File: src/design/rgbhsl_pkg.sv
// shared types, widths and constants of the rgb to hsl converter
package rgbhsl_pkg;

   // field widths
   localparam int CHAN_W    = 8;
   localparam int FRAC_W    = 16;
   localparam int SUM_W     = CHAN_W + 1;
   localparam int SAT_DIV_W = CHAN_W;
   localparam int SAT_NUM_W = SAT_DIV_W + FRAC_W;
   localparam int HUE_DIV_W = 11;

   // quotient bits, one divider stage per bit
   localparam int QUOT_W = FRAC_W;

   // arithmetic constants
   localparam int HALF_SUM     = 255;
   localparam int FULL_SUM     = 510;
   localparam int HUE_OFF_WRAP = 6;
   localparam int HUE_OFF_GRN  = 2;
   localparam int HUE_OFF_BLU  = 4;

   // default queue depths
   localparam int MID_DEPTH_DEF = 4;
   localparam int OUT_DEPTH_DEF = 32;

   // channel holding the maximum, first in red, green, blue order
   typedef enum logic [1:0] {
      CH_RED,
      CH_GREEN,
      CH_BLUE
   } chan_type;

   // classified pixel handed from front to back
   typedef struct packed {
      logic [FRAC_W-1:0]    lightness;
      logic                 grey;
      logic [SAT_NUM_W-1:0] sat_num;
      logic [SAT_DIV_W-1:0] sat_den;
      logic [HUE_DIV_W-1:0] hue_acc;
      logic [HUE_DIV_W-1:0] hue_den;
   } mid_item_type;

   // finished result
   typedef struct packed {
      logic [FRAC_W-1:0] hue;
      logic [FRAC_W-1:0] saturation;
      logic [FRAC_W-1:0] lightness;
   } res_item_type;

endpackage

File: src/design/rgbhsl_fifo.sv
// first-in first-out queue with show-ahead read, depth at least 2
module rgbhsl_fifo #(
   parameter int WIDTH = 1,
   parameter int DEPTH = 2
) (
   input  logic             clock,
   input  logic             reset,
   input  logic             push,
   output logic             full,
   input  logic [WIDTH-1:0] wdata,
   input  logic             pop,
   output logic             empty,
   output logic [WIDTH-1:0] rdata
);

   localparam int AW = $clog2(DEPTH);
   localparam int CW = $clog2(DEPTH + 1);

   logic [WIDTH-1:0] mem_ff [DEPTH];
   logic [AW-1:0]    wr_ptr_ff, wr_ptr_in;
   logic [AW-1:0]    rd_ptr_ff, rd_ptr_in;
   logic [CW-1:0]    count_ff, count_in;
   logic             push_ok, pop_ok;

   assign full    = (count_ff == CW'(DEPTH));
   assign empty   = (count_ff == '0);
   assign push_ok = push & ~full;
   assign pop_ok  = pop & ~empty;
   assign rdata   = mem_ff[rd_ptr_ff];

   // pointer and fill count update
   always_comb begin
      wr_ptr_in = wr_ptr_ff;
      rd_ptr_in = rd_ptr_ff;
      if (push_ok) begin
         wr_ptr_in = (wr_ptr_ff == AW'(DEPTH - 1)) ? '0 : wr_ptr_ff + 1'b1;
      end
      if (pop_ok) begin
         rd_ptr_in = (rd_ptr_ff == AW'(DEPTH - 1)) ? '0 : rd_ptr_ff + 1'b1;
      end
      case ({push_ok, pop_ok})
         2'b10:   count_in = count_ff + 1'b1;
         2'b01:   count_in = count_ff - 1'b1;
         default: count_in = count_ff;
      endcase
   end

   always_ff @(posedge clock) begin
      if (reset) begin
         wr_ptr_ff <= '0;
         rd_ptr_ff <= '0;
         count_ff  <= '0;
      end else begin
         wr_ptr_ff <= wr_ptr_in;
         rd_ptr_ff <= rd_ptr_in;
         count_ff  <= count_in;
      end
   end

   // storage
   always_ff @(posedge clock) begin
      if (push_ok) begin
         mem_ff[wr_ptr_ff] <= wdata;
      end
   end

   // fill count never passes the depth
   assert property (@(posedge clock) disable iff (reset) count_ff <= CW'(DEPTH))
      else $error("queue fill count beyond depth");

   // a lone push grows the count by one
   assert property (@(posedge clock) disable iff (reset)
      (push_ok && !pop_ok) |=> (count_ff == $past(count_ff) + 1'b1))
      else $error("queue count did not follow a push");

endmodule

File: src/design/rgbhsl_front.sv
// front end: classifies each pixel and queues the divider operands
module rgbhsl_front #(
   parameter int MID_DEPTH = rgbhsl_pkg::MID_DEPTH_DEF
) (
   input  logic                             clock,
   input  logic                             reset,
   input  logic                             req_push,
   output logic                             req_full,
   input  logic [rgbhsl_pkg::CHAN_W-1:0]    req_red,
   input  logic [rgbhsl_pkg::CHAN_W-1:0]    req_green,
   input  logic [rgbhsl_pkg::CHAN_W-1:0]    req_blue,
   output logic                             mid_empty,
   input  logic                             mid_pop,
   output rgbhsl_pkg::mid_item_type         mid_item
);

   localparam int CW = rgbhsl_pkg::CHAN_W;
   localparam int SW = rgbhsl_pkg::SUM_W;
   localparam int HW = rgbhsl_pkg::HUE_DIV_W;
   localparam int FW = rgbhsl_pkg::FRAC_W;
   localparam int NW = rgbhsl_pkg::SAT_NUM_W;

   rgbhsl_pkg::mid_item_type cls_item;
   logic [$bits(rgbhsl_pkg::mid_item_type)-1:0] q_rdata;

   // max, min, sum and difference, then the divider operands
   always_comb begin
      logic [CW-1:0]        mx, mn, d;
      logic [SW-1:0]        sum, den;
      logic [SW+CW-1:0]     lig_x257;
      logic [HW-1:0]        base, plus, minus;
      rgbhsl_pkg::chan_type sel;

      mx = req_red;
      if (req_green > mx) mx = req_green;
      if (req_blue > mx) mx = req_blue;
      mn = req_red;
      if (req_green < mn) mn = req_green;
      if (req_blue < mn) mn = req_blue;

      if (mx == req_red) begin
         sel = rgbhsl_pkg::CH_RED;
      end else if (mx == req_green) begin
         sel = rgbhsl_pkg::CH_GREEN;
      end else begin
         sel = rgbhsl_pkg::CH_BLUE;
      end

      sum = {1'b0, mx} + {1'b0, mn};
      d   = mx - mn;
      den = (sum > SW'(rgbhsl_pkg::HALF_SUM)) ? SW'(rgbhsl_pkg::FULL_SUM) - sum : sum;

      // sum * 65535 / 510 is sum * 257 / 2
      lig_x257 = {sum, {CW{1'b0}}} + {{CW{1'b0}}, sum};

      // hue numerator off*d + num, never negative
      case (sel)
         rgbhsl_pkg::CH_RED: begin
            base  = (req_green < req_blue) ? HW'(rgbhsl_pkg::HUE_OFF_WRAP) * HW'(d) : '0;
            plus  = HW'(req_green);
            minus = HW'(req_blue);
         end
         rgbhsl_pkg::CH_GREEN: begin
            base  = HW'(rgbhsl_pkg::HUE_OFF_GRN) * HW'(d);
            plus  = HW'(req_blue);
            minus = HW'(req_red);
         end
         rgbhsl_pkg::CH_BLUE: begin
            base  = HW'(rgbhsl_pkg::HUE_OFF_BLU) * HW'(d);
            plus  = HW'(req_red);
            minus = HW'(req_green);
         end
         default: begin
            base  = '0;
            plus  = '0;
            minus = '0;
         end
      endcase

      cls_item.lightness = lig_x257[FW:1];
      cls_item.grey      = (d == '0);
      cls_item.sat_num   = {d, {FW{1'b0}}} - NW'(d);
      cls_item.sat_den   = den[CW-1:0];
      cls_item.hue_acc   = base + plus - minus;
      cls_item.hue_den   = HW'(rgbhsl_pkg::HUE_OFF_WRAP) * HW'(d);
   end

   // queue between front and back
   rgbhsl_fifo #(
      .WIDTH ($bits(rgbhsl_pkg::mid_item_type)),
      .DEPTH (MID_DEPTH)
   ) u_mid_q (
      .clock (clock),
      .reset (reset),
      .push  (req_push),
      .full  (req_full),
      .wdata (cls_item),
      .pop   (mid_pop),
      .empty (mid_empty),
      .rdata (q_rdata)
   );

   assign mid_item = rgbhsl_pkg::mid_item_type'(q_rdata);

endmodule

File: src/design/rgbhsl_divider.sv
// pipelined restoring divider, one quotient bit per stage
// the partial remainder starts below the divisor, so the quotient fits
module rgbhsl_divider #(
   parameter int W = rgbhsl_pkg::SAT_DIV_W
) (
   input  logic                          clock,
   input  logic [W-1:0]                  rem_init,
   input  logic [rgbhsl_pkg::QUOT_W-1:0] low_bits,
   input  logic [W-1:0]                  divisor,
   output logic [rgbhsl_pkg::QUOT_W-1:0] quotient
);

   localparam int QW = rgbhsl_pkg::QUOT_W;

   logic [W-1:0]  rem_ff [QW];
   logic [W-1:0]  rem_in [QW];
   logic [QW-1:0] low_ff [QW];
   logic [QW-1:0] low_in [QW];
   logic [QW-1:0] quo_ff [QW];
   logic [QW-1:0] quo_in [QW];
   logic [W-1:0]  div_ff [QW];
   logic [W-1:0]  div_in [QW];

   // one trial subtraction per stage
   always_comb begin
      logic [W-1:0]  rem_p, div_p;
      logic [QW-1:0] low_p, quo_p;
      logic [W:0]    trial;
      logic          ge;
      for (int s = 0; s < QW; s++) begin
         if (s == 0) begin
            rem_p = rem_init;
            low_p = low_bits;
            quo_p = '0;
            div_p = divisor;
         end else begin
            rem_p = rem_ff[s-1];
            low_p = low_ff[s-1];
            quo_p = quo_ff[s-1];
            div_p = div_ff[s-1];
         end
         trial     = {rem_p, low_p[QW-1]};
         ge        = (trial >= {1'b0, div_p});
         rem_in[s] = ge ? W'(trial - {1'b0, div_p}) : trial[W-1:0];
         low_in[s] = {low_p[QW-2:0], 1'b0};
         quo_in[s] = {quo_p[QW-2:0], ge};
         div_in[s] = div_p;
      end
   end

   always_ff @(posedge clock) begin
      for (int s = 0; s < QW; s++) begin
         rem_ff[s] <= rem_in[s];
         low_ff[s] <= low_in[s];
         quo_ff[s] <= quo_in[s];
         div_ff[s] <= div_in[s];
      end
   end

   assign quotient = quo_ff[QW-1];

endmodule

File: src/design/rgbhsl_back.sv
// back end: saturation and hue dividers, result queue and issue credit
module rgbhsl_back #(
   parameter int OUT_DEPTH = rgbhsl_pkg::OUT_DEPTH_DEF
) (
   input  logic                          clock,
   input  logic                          reset,
   input  logic                          mid_empty,
   output logic                          mid_pop,
   input  rgbhsl_pkg::mid_item_type      mid_item,
   output logic                          rsp_empty,
   input  logic                          rsp_pop,
   output logic [rgbhsl_pkg::FRAC_W-1:0] rsp_hue,
   output logic [rgbhsl_pkg::FRAC_W-1:0] rsp_saturation,
   output logic [rgbhsl_pkg::FRAC_W-1:0] rsp_lightness
);

   localparam int QW = rgbhsl_pkg::QUOT_W;
   localparam int FW = rgbhsl_pkg::FRAC_W;
   localparam int RW = $clog2(OUT_DEPTH + 1);

   logic          launch;
   logic          rsp_taken;
   logic [RW-1:0] reserved_ff, reserved_in;
   logic          vld_ff  [QW];
   logic          grey_ff [QW];
   logic [FW-1:0] lig_ff  [QW];
   logic [FW-1:0] hue_q, sat_q;
   logic          out_full;
   rgbhsl_pkg::res_item_type res_item, out_item;
   logic [$bits(rgbhsl_pkg::res_item_type)-1:0] out_rdata;

   // issue only with a result slot reserved downstream
   assign launch    = ~mid_empty & (reserved_ff < RW'(OUT_DEPTH));
   assign mid_pop   = launch;
   assign rsp_taken = rsp_pop & ~rsp_empty;

   always_comb begin
      case ({launch, rsp_taken})
         2'b10:   reserved_in = reserved_ff + 1'b1;
         2'b01:   reserved_in = reserved_ff - 1'b1;
         default: reserved_in = reserved_ff;
      endcase
   end

   always_ff @(posedge clock) begin
      if (reset) begin
         reserved_ff <= '0;
      end else begin
         reserved_ff <= reserved_in;
      end
   end

   // saturation divider
   rgbhsl_divider #(
      .W (rgbhsl_pkg::SAT_DIV_W)
   ) u_sat_div (
      .clock    (clock),
      .rem_init (mid_item.sat_num[rgbhsl_pkg::SAT_NUM_W-1:FW]),
      .low_bits (mid_item.sat_num[FW-1:0]),
      .divisor  (mid_item.sat_den),
      .quotient (sat_q)
   );

   // hue divider
   rgbhsl_divider #(
      .W (rgbhsl_pkg::HUE_DIV_W)
   ) u_hue_div (
      .clock    (clock),
      .rem_init (mid_item.hue_acc),
      .low_bits ('0),
      .divisor  (mid_item.hue_den),
      .quotient (hue_q)
   );

   // valid line alongside the dividers
   always_ff @(posedge clock) begin
      if (reset) begin
         for (int s = 0; s < QW; s++) begin
            vld_ff[s] <= 1'b0;
         end
      end else begin
         vld_ff[0] <= launch;
         for (int s = 1; s < QW; s++) begin
            vld_ff[s] <= vld_ff[s-1];
         end
      end
   end

   // lightness and grey flag ride along
   always_ff @(posedge clock) begin
      lig_ff[0]  <= mid_item.lightness;
      grey_ff[0] <= mid_item.grey;
      for (int s = 1; s < QW; s++) begin
         lig_ff[s]  <= lig_ff[s-1];
         grey_ff[s] <= grey_ff[s-1];
      end
   end

   // grey pixels carry no hue or saturation
   always_comb begin
      res_item.hue        = grey_ff[QW-1] ? '0 : hue_q;
      res_item.saturation = grey_ff[QW-1] ? '0 : sat_q;
      res_item.lightness  = lig_ff[QW-1];
   end

   // result queue
   rgbhsl_fifo #(
      .WIDTH ($bits(rgbhsl_pkg::res_item_type)),
      .DEPTH (OUT_DEPTH)
   ) u_out_q (
      .clock (clock),
      .reset (reset),
      .push  (vld_ff[QW-1]),
      .full  (out_full),
      .wdata (res_item),
      .pop   (rsp_pop),
      .empty (rsp_empty),
      .rdata (out_rdata)
   );

   assign out_item       = rgbhsl_pkg::res_item_type'(out_rdata);
   assign rsp_hue        = out_item.hue;
   assign rsp_saturation = out_item.saturation;
   assign rsp_lightness  = out_item.lightness;

   // reservation guarantees room for every finished transaction
   assert property (@(posedge clock) disable iff (reset) vld_ff[QW-1] |-> !out_full)
      else $error("result arrived at a full queue");

   // reservations never exceed the queue
   assert property (@(posedge clock) disable iff (reset) reserved_ff <= RW'(OUT_DEPTH))
      else $error("reservation count beyond result queue depth");

   // nothing reserved means nothing waiting
   assert property (@(posedge clock) disable iff (reset) (reserved_ff == '0) |-> rsp_empty)
      else $error("result waiting without a reservation");

endmodule

File: src/design/rgb_to_hsl_converter.sv
// top level of the rgb to hsl converter
//
//  channel | direction | handshake              | fields
//  --------+-----------+------------------------+------------------------------------------
//  req     | in        | req_push / req_full    | req_red, req_green, req_blue (8 b each)
//  rsp     | out       | rsp_pop / rsp_empty    | rsp_hue, rsp_saturation, rsp_lightness
//
//  one pixel per clock sustained while rsp_pop keeps taking results; each transaction is independent
//  from accept to result shown a pixel passes the front queue, the 16 divider stages
//  (one quotient bit each) and the result queue write
//  reset clears the queues, the reservation count and the divider valid line
//  req_full rises once MID_DEPTH pixels wait in the front queue
//  the back issues only while fewer than OUT_DEPTH results are in flight or waiting
module rgb_to_hsl_converter #(
   parameter int MID_DEPTH = rgbhsl_pkg::MID_DEPTH_DEF,
   parameter int OUT_DEPTH = rgbhsl_pkg::OUT_DEPTH_DEF
) (
   input  logic                          clock,
   input  logic                          reset,
   input  logic                          req_push,
   output logic                          req_full,
   input  logic [rgbhsl_pkg::CHAN_W-1:0] req_red,
   input  logic [rgbhsl_pkg::CHAN_W-1:0] req_green,
   input  logic [rgbhsl_pkg::CHAN_W-1:0] req_blue,
   output logic                          rsp_empty,
   input  logic                          rsp_pop,
   output logic [rgbhsl_pkg::FRAC_W-1:0] rsp_hue,
   output logic [rgbhsl_pkg::FRAC_W-1:0] rsp_saturation,
   output logic [rgbhsl_pkg::FRAC_W-1:0] rsp_lightness
);

   logic                     mid_empty;
   logic                     mid_pop;
   rgbhsl_pkg::mid_item_type mid_item;

   // classify and queue
   rgbhsl_front #(
      .MID_DEPTH (MID_DEPTH)
   ) u_front (
      .clock     (clock),
      .reset     (reset),
      .req_push  (req_push),
      .req_full  (req_full),
      .req_red   (req_red),
      .req_green (req_green),
      .req_blue  (req_blue),
      .mid_empty (mid_empty),
      .mid_pop   (mid_pop),
      .mid_item  (mid_item)
   );

   // divide and deliver
   rgbhsl_back #(
      .OUT_DEPTH (OUT_DEPTH)
   ) u_back (
      .clock          (clock),
      .reset          (reset),
      .mid_empty      (mid_empty),
      .mid_pop        (mid_pop),
      .mid_item       (mid_item),
      .rsp_empty      (rsp_empty),
      .rsp_pop        (rsp_pop),
      .rsp_hue        (rsp_hue),
      .rsp_saturation (rsp_saturation),
      .rsp_lightness  (rsp_lightness)
   );

endmodule
File: config.mk
export PLATFORM = sky130hd
export DESIGN_NAME = rgb_to_hsl_converter
export DESIGN_NICKNAME = d
export VERILOG_FILES = /design/src/design/rgbhsl_pkg.sv /design/src/design/rgbhsl_fifo.sv /design/src/design/rgbhsl_front.sv /design/src/design/rgbhsl_divider.sv /design/src/design/rgbhsl_back.sv /design/src/design/rgb_to_hsl_converter.sv
export SDC_FILE = /design/constraint.sdc
export NUM_CORES = 2
export LEC_CHECK = 0
export BUFFER_PORTS_ARGS = -buffer_cell sky130_fd_sc_hd__buf_2
export CAP_MARGIN = 25
export CORE_MARGIN = 4
export CORE_UTILIZATION = 57
export DETAILED_ROUTE_END_ITERATION = 16
export PLACE_DENSITY = 0.76
export SLEW_MARGIN = 0
export SYNTH_ARGS = -nofsm -noshare
export SYNTH_HDL_FRONTEND = slang
export SYNTH_HIERARCHICAL = 1
export SYNTH_SLANG_ARGS = --single-unit
File: constraint.sdc
create_clock -name clock -period 8.1 [get_ports clock]
set_clock_uncertainty 0.15 [all_clocks]
set_input_delay 0.81 -clock clock [delete_from_list [all_inputs] [get_ports clock]]
set_output_delay 0.81 -clock clock [all_outputs]
set_load 0.01 [all_outputs]
==> impl_metrics.yaml <==
setup_path:
  slowest_stage: "fa_1"
  worstReg2RegStart: "u_back/u_out_q/count_ff[2]"
  crit_end: "u_front/u_mid_q/mem_ff[1][21]"
  cp.arrival_ns: 7.85
  regToRegSetupSlack_ns: 4.05
  crit_start: "req_red[7]"
  critPathMaxFanout: 12
  cp_common_cell: "ha_1"
  start_kind: "input port"
  crit_path_end_kind: "register"
  r2r-end: "u_back/u_out_q/mem_ff[6][25]"
  required_ns: 8.59
  crit_type: "input port to register"
  rr_worst_depth: 5
  slowest_delay_ns: 0.44
die:
  die_y_um: 472
  die_area_mm2: 0.223
  ios: 78
  start_util: 0.573
  core_mm2: 0.215
  die_width_um: 472
  row_count: 170
synth:
  avgSynthCellArea_um2: 15.0
  netlist_area_mm2: 0.123
  synth_warnings: 6
  synthCells: 8183
finish:
  seq_area_mm2: 0.0828
  fillers: 14500
  multi_input_area_mm2: 0.0370
  drive_gt1_frac: 0.198
  nNetsFinal: 9026
  area_growth_syn_to_layout_pct: 12.7
sta:
  tightest_slew_ns: 1.26
  finalCriticalPeriod_ns: 7.37
  drv_slew: 0
  fmax_mhz: 136
  finalHoldViolations: 0
  setup_viol: 0
  rsz0062_at_grt: "no"
  slew_headroom: 0.159
  finalSetupTns_ns: 0
  fin_ws_ns: 0.735
  fin_crit_sh: 0.909
power:
  ir_drop_mv: 0.229
  power.density_mw_per_mm2: 439
  switching_share: 0.319
  total_power_mw: 60.8
  power_frac_seq: 0.411
  combPwrFrac: 0.350
  leakage_nw: 51.2
  p_int_mw: 41.4
  clkPwrFrac: 0.240
  power_switching_mw: 19.4
global_routing:
  grt_first_pass_wirelength_um: 410000
  grt_pass1_vias: 69700
  grt_use_total: 0.238
  grt_overflow_total: 0
  top_usage_layer: "met2"
  antenna_found_initial: 5
  grt_max_degree: 190
  grt_use_met2: 0.413
  gr-usage-met3: 0.0407
  use_met1: 0.303
clocking:
  clockBufferDepth: 4
  path_clk_slew_ns: 0.06
  h-tree-depth: 5
  clk_latency_ns: 0.93
  cts_root_buffer: "clkbuf_16"
  cts_tree: "yes"
  cts_made_buffers: 325
  cts_setup_buffers: 0
  cts_sinks: 3226
drt:
  routedWlPerCell_um: 22.9
  dr.pass1.iters: 6
  drt-total-wl_um: 267000
  ant_nets: 0
  viasPerCell: 5.89
  drc: 0
  vias: 68600
  first_iter_violations: 6622
placed_design:
  hpwl_um: 155000
  port_buffers: 77
  place_ws_ns: -0.223
  place_congestion: 0.861
min_path:
  hold_path.class: "input port to register"
run:
  cap_violations: 0
status:
  outcome: "finished clean"
## layer usage
layer  vias to the layer above  part of all wire
met5                         -          0.000049
met4                         2             0.034
met3                       533             0.077
met2                      2755              0.51
met1                     33900              0.38
li1                      31400                 -
## worst min path at each step
stage	from	to	slack, ns	cells past startpoint
after floorplan	u_back/grey_ff[0][0]	u_back/grey_ff[0][1]	0.16	0
after global placement	u_back/u_hue_div/low_ff[0][41]	u_back/u_hue_div/low_ff[0][56]	0.16	0
after detailed placement	u_back/u_hue_div/quo_ff[1][96]	u_back/u_hue_div/quo_ff[1][113]	0.16	0
after CTS	req_push	u_front/u_mid_q/wr_ptr_ff[1]	0.006	3
after global routing	req_push	u_front/u_mid_q/wr_ptr_ff[1]	0.05	3
final	req_push	u_front/u_mid_q/wr_ptr_ff[1]	0.09	3
## flip-flops by register name, indices dropped and copies added (netlist names), 6 cells and up, named ones only
signal	cells
u_back/u_sat_div/low_ff	120
u_back/u_sat_div/div_ff	120
u_back/vld_ff	16
u_back/u_out_q/count_ff	6
u_back/u_hue_div/quo_ff	136
u_back/u_sat_div/quo_ff	136
u_back/grey_ff	16
u_front/u_mid_q/mem_ff	284
u_back/u_hue_div/low_ff	120
u_back/u_hue_div/rem_ff	165
u_back/reserved_ff	6
u_back/lig_ff	256
u_back/u_hue_div/div_ff	165
u_back/u_sat_div/rem_ff	120
u_back/u_out_q/mem_ff	1536
## area by class of cell
cell class,count,share of cell area
Antenna cell,1,0.0000181
Clock buffer,441,0.0670
Clock inverter,130,0.00871
Inverter,513,0.0141
Multi-Input combinational cell,4142,0.267
Sequential cell,3226,0.598
Tap cell,2838,0.0256
Timing Repair Buffer,352,0.0198
## per-stage QoR
step	util	cell area (um2)	hold slack, ns	instances
final	0.645	139000	0.0867	11600
after global routing	0.645	139000	0.0547	11600
after CTS	0.644	138000	0.00555	11600
after detailed placement	0.595	128000	0.162	11100
after global placement	0.595	128000	0.159	11100
after floorplan	-	123000	0.160	8201
## layout by cell type, fill, tap and decap left out, types with 34 or more instances in the layout
master        n
mux4_2      263
nor3_1      168
a211oi_1    139
nand2b_1     60
and3_1       52
fa_1         42
buf_2        77
xor2_1       68
clkinv_2     54
clkbuf_16   341
ha_1        396
nand3_1      89
a21o_1       47
mux2i_1      91
mux2_4       86
buf_4       250
mux2_1       34
nand2_1     181
mux2_2      334
o21ai_1      45
nor2_4       34
clkbuf_1     60
nor2b_1     193
inv_1       488
a22o_1       96
nor2_1      222
a31oi_1      38
edfxtp_1   1820
or4_1        88
o21ai_0     264
o21a_1       48
dfxtp_1    1401
xnor2_1     141
a21oi_1     246
clkbuf_8     37
o22ai_1     108
## power groups by stage
stage / combinational [mW] / clock [mW] / sequential (mW)
after floorplan: 16.3 / 0 / 24.4
after global placement: 20.2 / 0 / 25.2
after detailed placement: 20.9 / 0 / 25.4
after CTS: 21.1 / 14.9 / 25.1
after global routing: 23.7 / 15.6 / 25.4
final: 21.3 / 14.6 / 25.0
## worst max-delay path: cells and delay by family
family	cells	cell delay [ns]
adder cells (fa/ha/maj)	6	1.91
XOR/XNOR	2	0.34
buffers and inverters	4	0.41
AND/OR/NAND/NOR	5	0.97
AO/OA/AOI/OAI	16	3.41
## timing repair
| item | in CTS | in global routing |
|---|---|---|
| hold endpoints to repair | 0 | 2 |
| resized for setup | 0 | 0 |
| hold buffers | 0 | 1 |
(Power assumes the default switching activity.)
